**config.mk**
```make
export PLATFORM = sky130hd
export DESIGN_NAME = pmc_ctrl
export DESIGN_NICKNAME = d
export VERILOG_FILES = /design/src/pmc_pkg.sv /design/src/pmc_ctrl.sv
export SDC_FILE = /design/constraint.sdc
export NUM_CORES = 1
export LEC_CHECK = 0
export ABC_AREA = 1
export BUFFER_PORTS_ARGS = -buffer_cell sky130_fd_sc_hd__buf_2
export CAP_MARGIN = 20
export CORE_AREA = 8 8 45 47
export DETAILED_ROUTE_END_ITERATION = 8
export DIE_AREA = 0 0 53 55
export HOLD_SLACK_MARGIN = 0.15
export PLACE_DENSITY = 0.57
export SKIP_CTS_REPAIR_TIMING = 1
export SYNTH_ARGS = -nofsm -noshare
export SYNTH_HDL_FRONTEND = slang
export SYNTH_SLANG_ARGS = --single-unit
```
**constraint.sdc**
```tcl
create_clock -name clk -period 1.1 [get_ports clk]
set_input_delay 0.165 -clock clk [delete_from_list [all_inputs] [get_ports clk]]
set_output_delay 0.165 -clock clk [all_outputs]
set_load 0.05 [all_outputs]
```
**src/pmc_pkg.sv**
```systemverilog
// Shared types, sizes and codes for the page map cache.
// Used by pmc_ctrl, pmc_dp and the top level; depends on nothing.
package pmc_pkg;

	localparam int NUM_IMAGES = 4;
	localparam int WAYS       = 32;
	localparam int SETS       = 32;   // power of two: set is the low page bits
	localparam int PAGE_SHIFT = 12;

	localparam int TAG_W   = 64 - PAGE_SHIFT;
	localparam int LOC_N   = SETS * WAYS;
	localparam int TOTAL_N = NUM_IMAGES * LOC_N;
	localparam int WAY_W   = (WAYS > 1) ? $clog2(WAYS) : 1;
	localparam int LOC_W   = (LOC_N > 1) ? $clog2(LOC_N) : 1;
	localparam int ADDR_W  = (TOTAL_N > 1) ? $clog2(TOTAL_N) : 1;
	localparam int CNT_W   = 11;

	typedef enum logic [1:0] {
		OP_LOOKUP = 2'd0,
		OP_FILL   = 2'd1,
		OP_INVAL  = 2'd2,
		OP_NONE   = 2'd3
	} op_t;

	typedef enum logic [2:0] {
		ST_HIT    = 3'd0,
		ST_MISS   = 3'd1,
		ST_FILLED = 3'd2,
		ST_FAILED = 3'd3,
		ST_NOWAY  = 3'd4,
		ST_INVAL  = 3'd5
	} status_t;

	typedef enum logic [2:0] {
		S_CLEAR,
		S_IDLE,
		S_DISPATCH,
		S_SCAN,
		S_DRAIN,
		S_FINISH,
		S_SWEEP,
		S_SDRAIN
	} state_t;

	// One way of one set
	typedef struct packed {
		logic             valid;
		logic [TAG_W-1:0] tag;
		logic [63:0]      base;
		logic [63:0]      stamp;
	} entry_t;

	// Controller to datapath
	typedef struct packed {
		logic load;
		logic dispatch;
		logic clear_wr;
		logic scan_rd;
		logic sweep_rd;
		logic finish;
		logic quick;
		logic sweep_fin;
	} cmd_t;

	// Datapath to controller
	typedef struct packed {
		logic quick;
		logic inval;
		logic clear_last;
		logic scan_last;
		logic sweep_last;
	} sts_t;

endpackage

```
**src/pmc_ctrl.sv**
```systemverilog
// Sequencer for the page map cache: clearing pass, set scans, image sweeps.
// Depends on pmc_pkg.
module pmc_ctrl (
	input  logic            clk,
	input  logic            arst_n,
	input  logic            start,
	input  pmc_pkg::sts_t   sts,
	output pmc_pkg::cmd_t   cmd,
	output logic            busy
);

	pmc_pkg::state_t state_q, state_d;

	// state register
	always_ff @(posedge clk or negedge arst_n) begin
		if (!arst_n) begin
			state_q <= pmc_pkg::S_CLEAR;
		end else begin
			state_q <= state_d;
		end
	end

	// next state
	always_comb begin
		state_d = state_q;
		case (state_q)
			pmc_pkg::S_CLEAR: begin
				if (sts.clear_last) state_d = pmc_pkg::S_IDLE;
			end
			pmc_pkg::S_IDLE: begin
				if (start) state_d = pmc_pkg::S_DISPATCH;
			end
			pmc_pkg::S_DISPATCH: begin
				if (sts.quick) state_d = pmc_pkg::S_IDLE;
				else if (sts.inval) state_d = pmc_pkg::S_SWEEP;
				else state_d = pmc_pkg::S_SCAN;
			end
			pmc_pkg::S_SCAN: begin
				if (sts.scan_last) state_d = pmc_pkg::S_DRAIN;
			end
			pmc_pkg::S_DRAIN:  state_d = pmc_pkg::S_FINISH;
			pmc_pkg::S_FINISH: state_d = pmc_pkg::S_IDLE;
			pmc_pkg::S_SWEEP: begin
				if (sts.sweep_last) state_d = pmc_pkg::S_SDRAIN;
			end
			pmc_pkg::S_SDRAIN: state_d = pmc_pkg::S_IDLE;
			default:           state_d = pmc_pkg::S_IDLE;
		endcase
	end

	// commands
	always_comb begin
		cmd = '0;
		busy = 1'b1;
		case (state_q)
			pmc_pkg::S_CLEAR: cmd.clear_wr = 1'b1;
			pmc_pkg::S_IDLE: begin
				busy = 1'b0;
				cmd.load = start;
			end
			pmc_pkg::S_DISPATCH: begin
				cmd.dispatch = 1'b1;
				cmd.quick = sts.quick;
			end
			pmc_pkg::S_SCAN:   cmd.scan_rd = 1'b1;
			pmc_pkg::S_DRAIN:  ;
			pmc_pkg::S_FINISH: cmd.finish = 1'b1;
			pmc_pkg::S_SWEEP:  cmd.sweep_rd = 1'b1;
			pmc_pkg::S_SDRAIN: cmd.sweep_fin = 1'b1;
			default: ;
		endcase
	end

endmodule

```
; Yosys cells after proc, flatten, opt, wreduce, memory -nomap -nowiden
; Cells that the tools add are included.
; Widths: inputs -> output; s select.
[op_classes]
reduce_logical = 3
n_mux = 16
n_eq_ne = 11
[op_table]
columns = operator, count
row1 = $pmux 3 s7, 1
row2 = $mux 3, 6
row3 = $eq 3x3->1 const B, 4
row4 = $mux 1, 9
row5 = $ne 2x2->1 const B, 4
row6 = $eq 3x2->1 const B, 2
row7 = $reduce_and 4->1, 1
row8 = $eq 3x1->1 const B, 1
row9 = $logic_not 3->1, 1
row10 = $reduce_or 2->1, 1
[totals]
reg_bits = 3
inputBits = 8
elab_cells = 31

; Logic depth before layout (Yosys ltp)
; Gate-level depths: netlist (run 1).
[logic_depth]
depth_word = 3
mapped_depth = 8
mapped_depth_nobuf = 7

; Worst setup path after synthesis (run 1)
; OpenSTA, ideal clock, no wires.
[synth_path]
path_type = register to output
startpoint = register state_q[2]
endpoint = output cmd[7] (netlist name)
setup_slack_ps = -919
stages_incl_launch_ff = 5
arrival_ps = 1854
n_path_buf = 1
path_cell_list = dfrtp_1 -> buf_6 -> inv_4 -> nand3_1 -> nor2_1
[synth_lines]
columns = element, line
row1 = start: declaration, pmc_ctrl.sv:12  ; pmc_pkg::state_t state_q, state_d;
row2 = start signal: assignment, pmc_ctrl.sv:17  ; state_q <= pmc_pkg::S_CLEAR;
row3 = start signal: assignment, pmc_ctrl.sv:19  ; state_q <= state_d;
row4 = end: declaration, pmc_ctrl.sv:8  ; output pmc_pkg::cmd_t cmd,

==> key figures, run 1 <==
Status
  – Result of the run: complete, but fails checks
  – Failing checks: negative setup slack

Pwr
  – Combinational share of power: 0.775
  – Int Power: 1.067 mW
  – Sequential cell fraction of total power: 0.141
  – Fraction of power consumed by the clock network: 0.084
  – Sum of internal, switching and leakage power: 2.239 mW
  – Power per unit of standard cell area: 3134 mW/mm2
  – Pleak: 0.3644 nW
  – Sw Share: 0.5234
  – Reported net switching power: 1.172 mW
  – VDD IR max: 0.9628 mV

Place
  – Port bufs: 16
  – Placed cell areas: 583.1 um2
  – Dpl hpwl: 799.7 um
  – Final RePlAce weighted congestion: 0.8223

Cells and area
  – Post-Route Utilization: 0.5163
  – Leading registers by flop count: state_q: 3 flops
  – Layout overhead on the synthesized area: 106.9%
  – Register name with the most flops: state_q
  – Filler cell count in the final layout: 128
  – Post-layout net count: 91
  – Flip-flop count of the largest register, all copies and words added: 3
  – Share of post-route cells with drive strength above 1: 0.6585
  – ANT cells: 0
  – Final standard cell area without fillers: 714.4 um2

Floorplanning
  – Cell row count: 14
  – Top-level port count: 17
  – Initial core utilization: 0.2495
  – Die outline width: 53 um
  – Chip height: 55 um
  – Core footprint: 0.001384 mm2
  – Die area: 0.002915 mm2

STA
  – Worst Slack Setup Final: -0.2657 ns
  – Number of pins exceeding their max-slew limit in the final report: 0
  – Normalized max-slew margin: 0.8335
  – Setup-failing EPs final: 12
  – Fin Clk Skew: 0.002562 ns
  – Unrepaired setup endpoints after global routing: true
  – Worst Max-Slew Pin Slew: 0.2497 ns
  – Number of hold violations in the final report: 0
  – Part of the cycle the worst path needs: 1.242
  – Maximum clock frequency: 732.2 MHz
  – Total negative slack for setup checks: -2.620 ns
  – Post-route minimum period: 1.366 ns

Synth
  – Mean instance size in the synthesized netlist: 6.641 um2
  – Number of distinct library cell variants in the gate-level netlist after synthesis: 17
  – Prevailing post-synth register cell: dfrtp_1
  – Number of standard cells after synthesis: 52
  – Leading post-synthesis cells by instance count: 11 x nand2_1, 7 x inv_1, 5 x nor2_1
  – Post-synthesis sequential area ratio: 0.2174
  – Syn nets: 60
  – Mapped Area: 345.3 um2
  – Post-synthesis sequential element count: 3
  – Number of enable flip-flop cells after synthesis: 0
  – Share of the synthesized area in the top cell type: 0.2174
  – Cell type with the largest total area after synthesis: dfrtp_1
  – Leading post-synthesis cells by cell area: dfrtp_1 22%, nand2_1 12%, inv_1 7.6%
  – Total number of yosys warnings: 0
  – Fraction of synthesis flops using an asynchronous set or reset pin: 1.000
  – Cell with the most instances after synthesis: nand2_1

Setup path
  – Largest incremental delay on the critical path: 0.46 ns
  – Critical path launch point type: flop
  – Cell-by-cell listing of the critical path: buf_4 -> nor3_4 -> buf_6
  – Worst r2r dst: state_q[1]$_DFFE_PN0P_
  – Bufs and invs on worst path: 2
  – Family of cells with the greatest summed delay on the critical path: flip-flops
  – Required arrival time at the worst endpoint: 0.94 ns
  – Critical register-to-register path startpoint: state_q[1]$_DFFE_PN0P_
  – Endpoint class of the critical path: primary output
  – Register-to-Register Path Depth: 8
  – Total stage count of the critical path: 3
  – Critical path data arrival time: 1.20 ns
  – Setup Crit Path Kind: flop to primary output
  – Max Fanout on Critical Path: 6
  – Reg2reg setup slack: -0.21 ns
  – Critical Path Slowest Stage Cell: dfrtp_2

Drt
  – 1st-iter DRT viols: 6
  – DRC: 0
  – Vias per Instance: 4.153
  – Routed wire length per instance: 10.21 um
  – Drt pass-1 iters: 4
  – Via Count: 407
  – Total wirelength of the detailed-routed design: 1.001 mm
  – Post-route antenna net violation count: 0

Clock tree
  – Worst skew pair latency: 0.23 ns
  – # H-tree levels: 1
  – Clk pin slew, worst setup/hold paths: 0.04 ns
  – Total clock sinks: 3
  – Max Root-Sink Buffers: 2
  – Clock tree from TritonCTS: done
  – Cell chosen for the clock root: clkbuf_4
  – CTS buffer count: 3

Global routing
  – Via count of the first global-routing pass: 404
  – Remaining global-route overflow: 0
  – Antenna violations before repair: 0
  – Total Routing Usage GR: 0.07549
  – Global-route wire length before repair: 1.676 mm
  – Pin count of the biggest net entering global routing: 9

Min path
  – Hold WC Path Type: input port to async pin

Flow run
  – Max cap viols: 0
## cell families after synthesis
group | synth area share
buffers and inverters | 0.1703
AOI/OAI and AO/OA | 0.04347
and+or+nand+nor | 0.5688
DFF | 0.2174
## worst max-delay path by stage
stage,from,endpoint
after floorplan,state_q[1]$_DFFE_PN0P_,cmd[7]
after global placement,state_q[1]$_DFFE_PN0P_,cmd[7]
after detailed placement,state_q[1]$_DFFE_PN0P_,state_q[1]$_DFFE_PN0P_
after CTS,state_q[1]$_DFFE_PN0P_,cmd[7]
after global routing,state_q[0]$_DFFE_PN0P_,cmd[1]
final,state_q[0]$_DFFE_PN0P_,cmd[5]
## cell type report
class                   count  area, um2  area share
clock buffers               4      26.28     0.03678
repair buffers             28      265.3      0.3713
inverters                   9      43.79     0.06130
flip-flops and latches      3      78.83      0.1103
multi-input cells          38      280.3      0.3923
well taps                  16      20.02     0.02802
## stage by stage
| stage | instances | setup WS (ns) | hold slack (ns) |
|---|---|---|---|
| after CTS | 95 | -0.4525 | -0.2799 |
| after global routing | 98 | -0.3115 | 0.2713 |
| after floorplan | 52 | -0.1932 | -0.1306 |
| after detailed placement | 91 | -0.2492 | -0.03839 |
| after global placement | 91 | -0.1678 | -0.03733 |
| final | 98 | -0.2657 | 0.2559 |
## layer usage
metal,vias up,routed length [um],track usage
met4,0,0,0.03879
li1,225,-,-
met2,8,519,0.1250
met5,-,0,0
met3,0,68,0.02406
met1,174,413,0.08537
## cells in the final DEF, fill, tap and decap left out, types with 2 or more instances in the layout
cell type	Yosys	routed
nor2_1	5	2
nor2_2	2	2
nor3_4	0	3
nand2_2	4	4
nor2_4	2	5
buf_4	0	7
nand2_1	11	11
buf_12	0	2
buf_6	2	10
dfrtp_2	0	3
clkbuf_4	0	3
o21ai_0	3	2
buf_2	0	7
nand3_1	4	3
inv_1	7	6
## power groups by stage
stage               Clock [mW]  Sequential [mW]  Combinational, mW
floorplan                    0            0.232               1.13
global placement             0            0.312               1.45
detailed placement           0            0.319               1.45
CTS                      0.192            0.317               1.46
global route             0.196            0.324               1.87
finish                   0.188            0.315               1.74
(Power assumes the default switching activity.)
==> run 2, diff against run 1 <==
- RECOVER_POWER: unset -> 50
==> run 2 against run 1 <==
Against the previous run: largest cell class unchanged; routed wire length stayed put; clock skew is the same; critical path type unchanged; the run still ends with negative setup slack left; sequential share of layout area is essentially flat; cell count is the same; sequential power hardly changed; register-to-register slack about the same; critical endpoint unchanged.
==> key figures, run 2 (synthesized netlist as in run 1, its figures left out) <==
Status
  – Result of the run: complete, but fails checks
  – Failing checks: negative setup slack

Pwr
  – Sum of internal, switching and leakage power: 2.239 mW (about the same)
  – Power per unit of standard cell area: 3139 mW/mm2 (+0.16%)
  – Pleak: 0.3616 nW (-0.76%)
  – VDD IR max: 0.9628 mV (about the same)

Cells and area
  – Post-layout net count: 91 (unchanged)
  – Register name with the most flops: state_q
  – Layout overhead on the synthesized area: 106.5%
  – Multi-input combinational cell area: 280.3 um2 (unchanged)
  – Filler cell count in the final layout: 129 (+0.78%)
  – Share of post-route cells with drive strength above 1: 0.6463 (-0.01220)
  – Most common cell after layout, fill and taps aside: nand2_1
  – Flip-flop count of the largest register, all copies and words added: 3 (unchanged)
  – ANT cells: 0 (unchanged)
  – Area of all sequential standard cells: 78.83 um2 (unchanged)
  – Commonest cells after routing, fill and taps aside: 11 x nand2_1, 10 x buf_6, 7 x buf_4, 6 x inv_1, 6 x buf_2
  – Leading registers by flop count: state_q: 3 flops
  – Non-filler instance count after layout: 98 (unchanged)

Floorplanning
  – Die outline width: 53 um (unchanged)
  – Core footprint: 0.001384 mm2 (unchanged)
  – Top-level port count: 17 (unchanged)
  – Cell row count: 14 (unchanged)
  – Chip height: 55 um (unchanged)
  – Initial core utilization: 0.2495 (unchanged)
  – Die area: 0.002915 mm2 (unchanged)

Min path
  – Hold WC Path Type: input port to async pin

Drt
  – Post-route antenna net violation count: 0 (unchanged)
  – Routed wire length per instance: 10.21 um (unchanged)
  – 1st-iter DRT viols: 6 (unchanged)
  – Drt pass-1 iters: 4 (unchanged)
  – Via Count: 406 (-0.25%)
  – Total wirelength of the detailed-routed design: 1.001 mm (unchanged)
  – Vias per Instance: 4.143 (-0.25%)
  – DRC: 0 (unchanged)

STA
  – Normalized max-slew margin: 0.8335 (unchanged)
  – Unrepaired setup endpoints after global routing: true
  – Worst Max-Slew Pin Slew: 0.2497 ns (unchanged)
  – Worst Slack Setup Final: -0.2657 ns (unchanged)
  – Number of pins exceeding their max-slew limit in the final report: 0 (unchanged)
  – Post-route minimum period: 1.366 ns (unchanged)
  – Setup-failing EPs final: 12 (unchanged)
  – Maximum clock frequency: 732.2 MHz (unchanged)
  – Number of hold violations in the final report: 0 (unchanged)
  – Fin Clk Skew: 0.002562 ns (unchanged)
  – Part of the cycle the worst path needs: 1.242 (unchanged)

Clock tree
  – Clk pin slew, worst setup/hold paths: 0.04 ns (about the same)
  – Clock tree from TritonCTS: done
  – Max Root-Sink Buffers: 2 (unchanged)
  – CTS buffer count: 3 (unchanged)
  – # H-tree levels: 1 (unchanged)
  – Cell chosen for the clock root: clkbuf_4
  – Worst skew pair latency: 0.23 ns (about the same)
  – Total clock sinks: 3 (unchanged)

Global routing
  – Via count of the first global-routing pass: 404 (unchanged)
  – Pin count of the biggest net entering global routing: 9 (unchanged)
  – Total Routing Usage GR: 0.07549 (unchanged)
  – Global-route wire length before repair: 1.676 mm (unchanged)
  – Antenna violations before repair: 0 (unchanged)
  – Remaining global-route overflow: 0 (unchanged)

Setup path
  – Critical path data arrival time: 1.20 ns (about the same)
  – Endpoint class of the critical path: primary output
  – Max Fanout on Critical Path: 6 (unchanged)
  – Setup Crit Path Kind: flop to primary output
  – Required arrival time at the worst endpoint: 0.94 ns (about the same)
  – Critical path launch point type: flop
  – Reg2reg setup slack: -0.21 ns (about the same)

Place
  – Final RePlAce weighted congestion: 0.8223 (unchanged)
  – Port bufs: 16 (unchanged)
  – Cell count after placement: 91 (unchanged)
  – Dpl hpwl: 799.7 um (unchanged)

Flow run
  – Max cap viols: 0 (unchanged)
-- run 2: cell count changes in the layout (fill, tap and decap cells not counted) --
| cell | delta |
|---|---|
| clkbuf_1 | +1 |
| buf_2 | -1 |
-- run 2: critical path: stages (launching register included) --
cell	delay [ns]
dfrtp_2	0.46
buf_4	0.16
nor3_4	0.17
buf_6	0.17
-- run 2: metal layers --
metal  part of all wire  vias to the layer above  global-route usage  routed length [um]
li1                   -                      225                   -                   -
met1               0.41                      173             0.08537                 413
met2               0.52                        8              0.1250                 519
met3              0.068                        0             0.02406                  68
met4                  0                        0             0.03879                   0
met5                  0                        -                   0                   0
-- run 2: final timing paths --
path,from,end,depth (start not counted)
min in group clk,sts[0],state_q[2]$_DFFE_PN0P_,5
setup / recovery,state_q[0]$_DFFE_PN0P_,cmd[5],3
hold reg to reg,state_q[0]$_DFFE_PN0P_,state_q[0]$_DFFE_PN0P_,2
setup reg to reg,state_q[1]$_DFFE_PN0P_,state_q[1]$_DFFE_PN0P_,8
max in group asynchronous,arst_n,state_q[2]$_DFFE_PN0P_,2
hold / removal,arst_n,state_q[0]$_DFFE_PN0P_,2
-- run 2: cell type report --
cell class,instances,share of cell area
tap,16,0.02807
multi-input combinational,38,0.3930
sequential,3,0.1105
timing repair buffer,28,0.3702
inverter,9,0.06140
clock buffer,4,0.03684
-- run 2: metrics by stage --
stage | TNS [ns] | hold WS (ns) | setup slack [ns] | cell area [um2] | utilization
4_1_cts | -4.386 | -0.2799 | -0.4525 | 609.3 | 0.4403
3_5_place_dp | -2.183 | -0.03839 | -0.2492 | 583.1 | 0.4213
2_1_floorplan | -1.223 | -0.1306 | -0.1932 | 412.9 | -
6_report | -2.620 | 0.2673 | -0.2657 | 713.2 | 0.5154
3_3_place_gp | -1.661 | -0.03733 | -0.1678 | 583.1 | 0.4213
5_1_grt | -3.209 | 0.2921 | -0.3115 | 713.2 | 0.5154
-- run 2: power by group --
part | switching [mW] | internal, mW
clock | 0.0527 | 0.136
combinational | 0.976 | 0.759
sequential | 0.143 | 0.172
total | 1.17 | 1.07
==> run 3, diff against run 2 <==
- SETUP_SLACK_MARGIN: unset -> 0.15
- SLEW_MARGIN: unset -> 20
==> run 3 against run 2 <==
Against the previous run: count of clock-buffer cells in the layout stayed put; setup slack hardly changed; the flow still finishes with violations (negative setup slack); clock power hardly changed; largest cell class unchanged; utilization stayed put.
==> key figures, run 3 (synthesized netlist as in run 1, its figures left out) <==
Floorplanning
  – Top-level port count: 17 (unchanged)
  – Cell row count: 14 (unchanged)
  – Die outline width: 53 um (unchanged)
  – Die area: 0.002915 mm2 (unchanged)
  – Core footprint: 0.001384 mm2 (unchanged)
  – Chip height: 55 um (unchanged)
  – Initial core utilization: 0.2495 (unchanged)

Setup path
  – Register-to-Register Path Depth: 7 (-1)
  – Max Fanout on Critical Path: 6 (unchanged)
  – Cell-by-cell listing of the critical path: buf_12 -> nor3_4 -> buf_6
  – Endpoint class of the critical path: primary output
  – Family of cells with the greatest summed delay on the critical path: flip-flops
  – Required arrival time at the worst endpoint: 0.94 ns (about the same)
  – Critical path data arrival time: 1.20 ns (about the same)
  – Largest incremental delay on the critical path: 0.45 ns (about the same)
  – Critical Path Slowest Stage Cell: dfrtp_2
  – Critical path launch point type: flop
  – Reg2reg setup slack: -0.12 ns (+0.09 ns)
  – Worst r2r dst: state_q[1]$_DFFE_PN0P_
  – Critical register-to-register path startpoint: state_q[0]$_DFFE_PN0P_
  – Setup Crit Path Kind: flop to primary output
  – Bufs and invs on worst path: 2 (unchanged)

Global routing
  – Global-route wire length before repair: 1.649 mm (-1.6%)
  – Pin count of the biggest net entering global routing: 9 (unchanged)
  – Remaining global-route overflow: 0 (unchanged)
  – Total Routing Usage GR: 0.07385 (-0.001641)
  – Antenna violations before repair: 0 (unchanged)
  – Via count of the first global-routing pass: 385 (-4.7%)

Drt
  – DRC: 0 (unchanged)
  – Routed wire length per instance: 9.677 um (-5.3%)
  – Vias per Instance: 4.212 (+1.7%)
  – 1st-iter DRT viols: 4 (-2)
  – Via Count: 417 (+2.7%)
  – Drt pass-1 iters: 4 (unchanged)
  – Total wirelength of the detailed-routed design: 958 um (-4.3%)
  – Post-route antenna net violation count: 0 (unchanged)

Clock tree
  – Max Root-Sink Buffers: 2 (unchanged)
  – CTS buffer count: 3 (unchanged)
  – Clock tree from TritonCTS: done
  – Clk pin slew, worst setup/hold paths: 0.03 ns (about the same)
  – # H-tree levels: 1 (unchanged)
  – Total clock sinks: 3 (unchanged)
  – Cell chosen for the clock root: clkbuf_4
  – Worst skew pair latency: 0.23 ns (about the same)

Pwr
  – VDD IR max: 0.9941 mV (+3.2%)
  – Power per unit of standard cell area: 3124 mW/mm2 (-0.50%)
  – Pleak: 0.3633 nW (+0.48%)

STA
  – Unrepaired setup endpoints after global routing: true
  – Total negative slack for setup checks: -2.148 ns (+0.4720 ns)
  – Worst Max-Slew Pin Slew: 0.2353 ns (-0.01441 ns)
  – Fin Clk Skew: 0.0008383 ns (-0.001724 ns)
  – Part of the cycle the worst path needs: 1.242 (about the same)
  – Maximum clock frequency: 732.2 MHz (about the same)
  – Number of hold violations in the final report: 0 (unchanged)
  – Number of pins exceeding their max-slew limit in the final report: 0 (unchanged)
  – Setup-failing EPs final: 12 (unchanged)
  – Normalized max-slew margin: 0.8431 (+0.009604)
  – Post-route minimum period: 1.366 ns (+0.000002000 ns)
  – Worst Slack Setup Final: -0.2657 ns (-0.000002000 ns)

Cells and area
  – Layout overhead on the synthesized area: 106.5% (unchanged)
  – Filler cell count in the final layout: 134 (+3.9%)
  – ANT cells: 0 (unchanged)
  – Leading registers by flop count: state_q: 3 flops
  – Share of post-route cells with drive strength above 1: 0.6506 (+0.004261)
  – Post-layout net count: 92 (+1.1%)
  – Flip-flop count of the largest register, all copies and words added: 3 (unchanged)
  – Most common cell after layout, fill and taps aside: nand2_1
  – Register name with the most flops: state_q
  – Commonest cells after routing, fill and taps aside: 11 x nand2_1, 10 x buf_4, 8 x buf_6, 6 x inv_1, 6 x buf_2
  – Non-filler instance count after layout: 99 (+1.0%)

Status
  – Result of the run: complete, but fails checks
  – Failing checks: negative setup slack

Place
  – Final RePlAce weighted congestion: 0.8189 (-0.41%)
  – Cell count after placement: 91 (unchanged)
  – Port bufs: 16 (unchanged)
  – Dpl hpwl: 797.8 um (-0.24%)

Flow run
  – Max cap viols: 0 (unchanged)

Min path
  – Hold WC Path Type: input port to async pin
run 3: changes by cell type in the layout (fill, tap and decap cells not counted):
cell,change
buf_4,+3
o21ai_0,+1
o21ai_1,-1
buf_6,-2
run 3: stage by stage:
step | instance area [um2] | util | power [mW] | worst slack, ns | hold WS (ns)
floorplan | 412.9 | - | 1.359 | -0.1932 | -0.1306
global placement | 583.1 | 0.4213 | 1.763 | -0.1668 | -0.03743
detailed placement | 583.1 | 0.4213 | 1.770 | -0.2039 | -0.03839
CTS | 609.3 | 0.4403 | 1.962 | -0.4368 | -0.2770
global route | 713.2 | 0.5154 | 2.386 | -0.3043 | 0.2951
finish | 713.2 | 0.5154 | 2.228 | -0.2657 | 0.2682
run 3: layout make-up:
type	count	area [um2]	share of cell area
Inverter	9	43.79	0.06140
Multi-Input combinational cell	38	280.3	0.3930
Sequential cell	3	78.83	0.1105
Clock buffer	4	26.28	0.03684
Timing Repair Buffer	29	264.0	0.3702
Tap cell	16	20.02	0.02807
run 3: routing by layer:
layer,global-route usage,part of all wire,up-vias,wire length [um]
met2,0.1230,0.52,12,494
met5,0,0,-,0
met3,0.01872,0.053,0,51
met1,0.08537,0.43,182,412
met4,0.03879,0,0,0
li1,-,-,223,-
run 3: where the power goes:
group | switching [mW] | total [mW] | leakage (nW) | internal, mW
clock | 0.0514 | 0.187 | 0.0150 | 0.136
sequential | 0.126 | 0.298 | 0.0339 | 0.172
combinational | 0.978 | 1.74 | 0.314 | 0.765
run 3: worst reg2reg max path: stages, from the launching register on:
cell     delay, ns
dfrtp_2       0.44
buf_4         0.15
nand2_2       0.09
nor2_4        0.05
nand2_2       0.05
nand2_2       0.08
o21ai_0       0.17
nand2_1       0.07
run 3: how the worst max path moves through the flow:
stage	endpoint	cells after the start	startpoint
global placement	cmd[7]	4	state_q[1]$_DFFE_PN0P_
global route	cmd[1]	3	state_q[2]$_DFFE_PN0P_
floorplan	cmd[7]	4	state_q[1]$_DFFE_PN0P_
finish	cmd[1]	3	state_q[2]$_DFFE_PN0P_
CTS	cmd[7]	4	state_q[1]$_DFFE_PN0P_
detailed placement	state_q[1]$_DFFE_PN0P_	6	state_q[1]$_DFFE_PN0P_
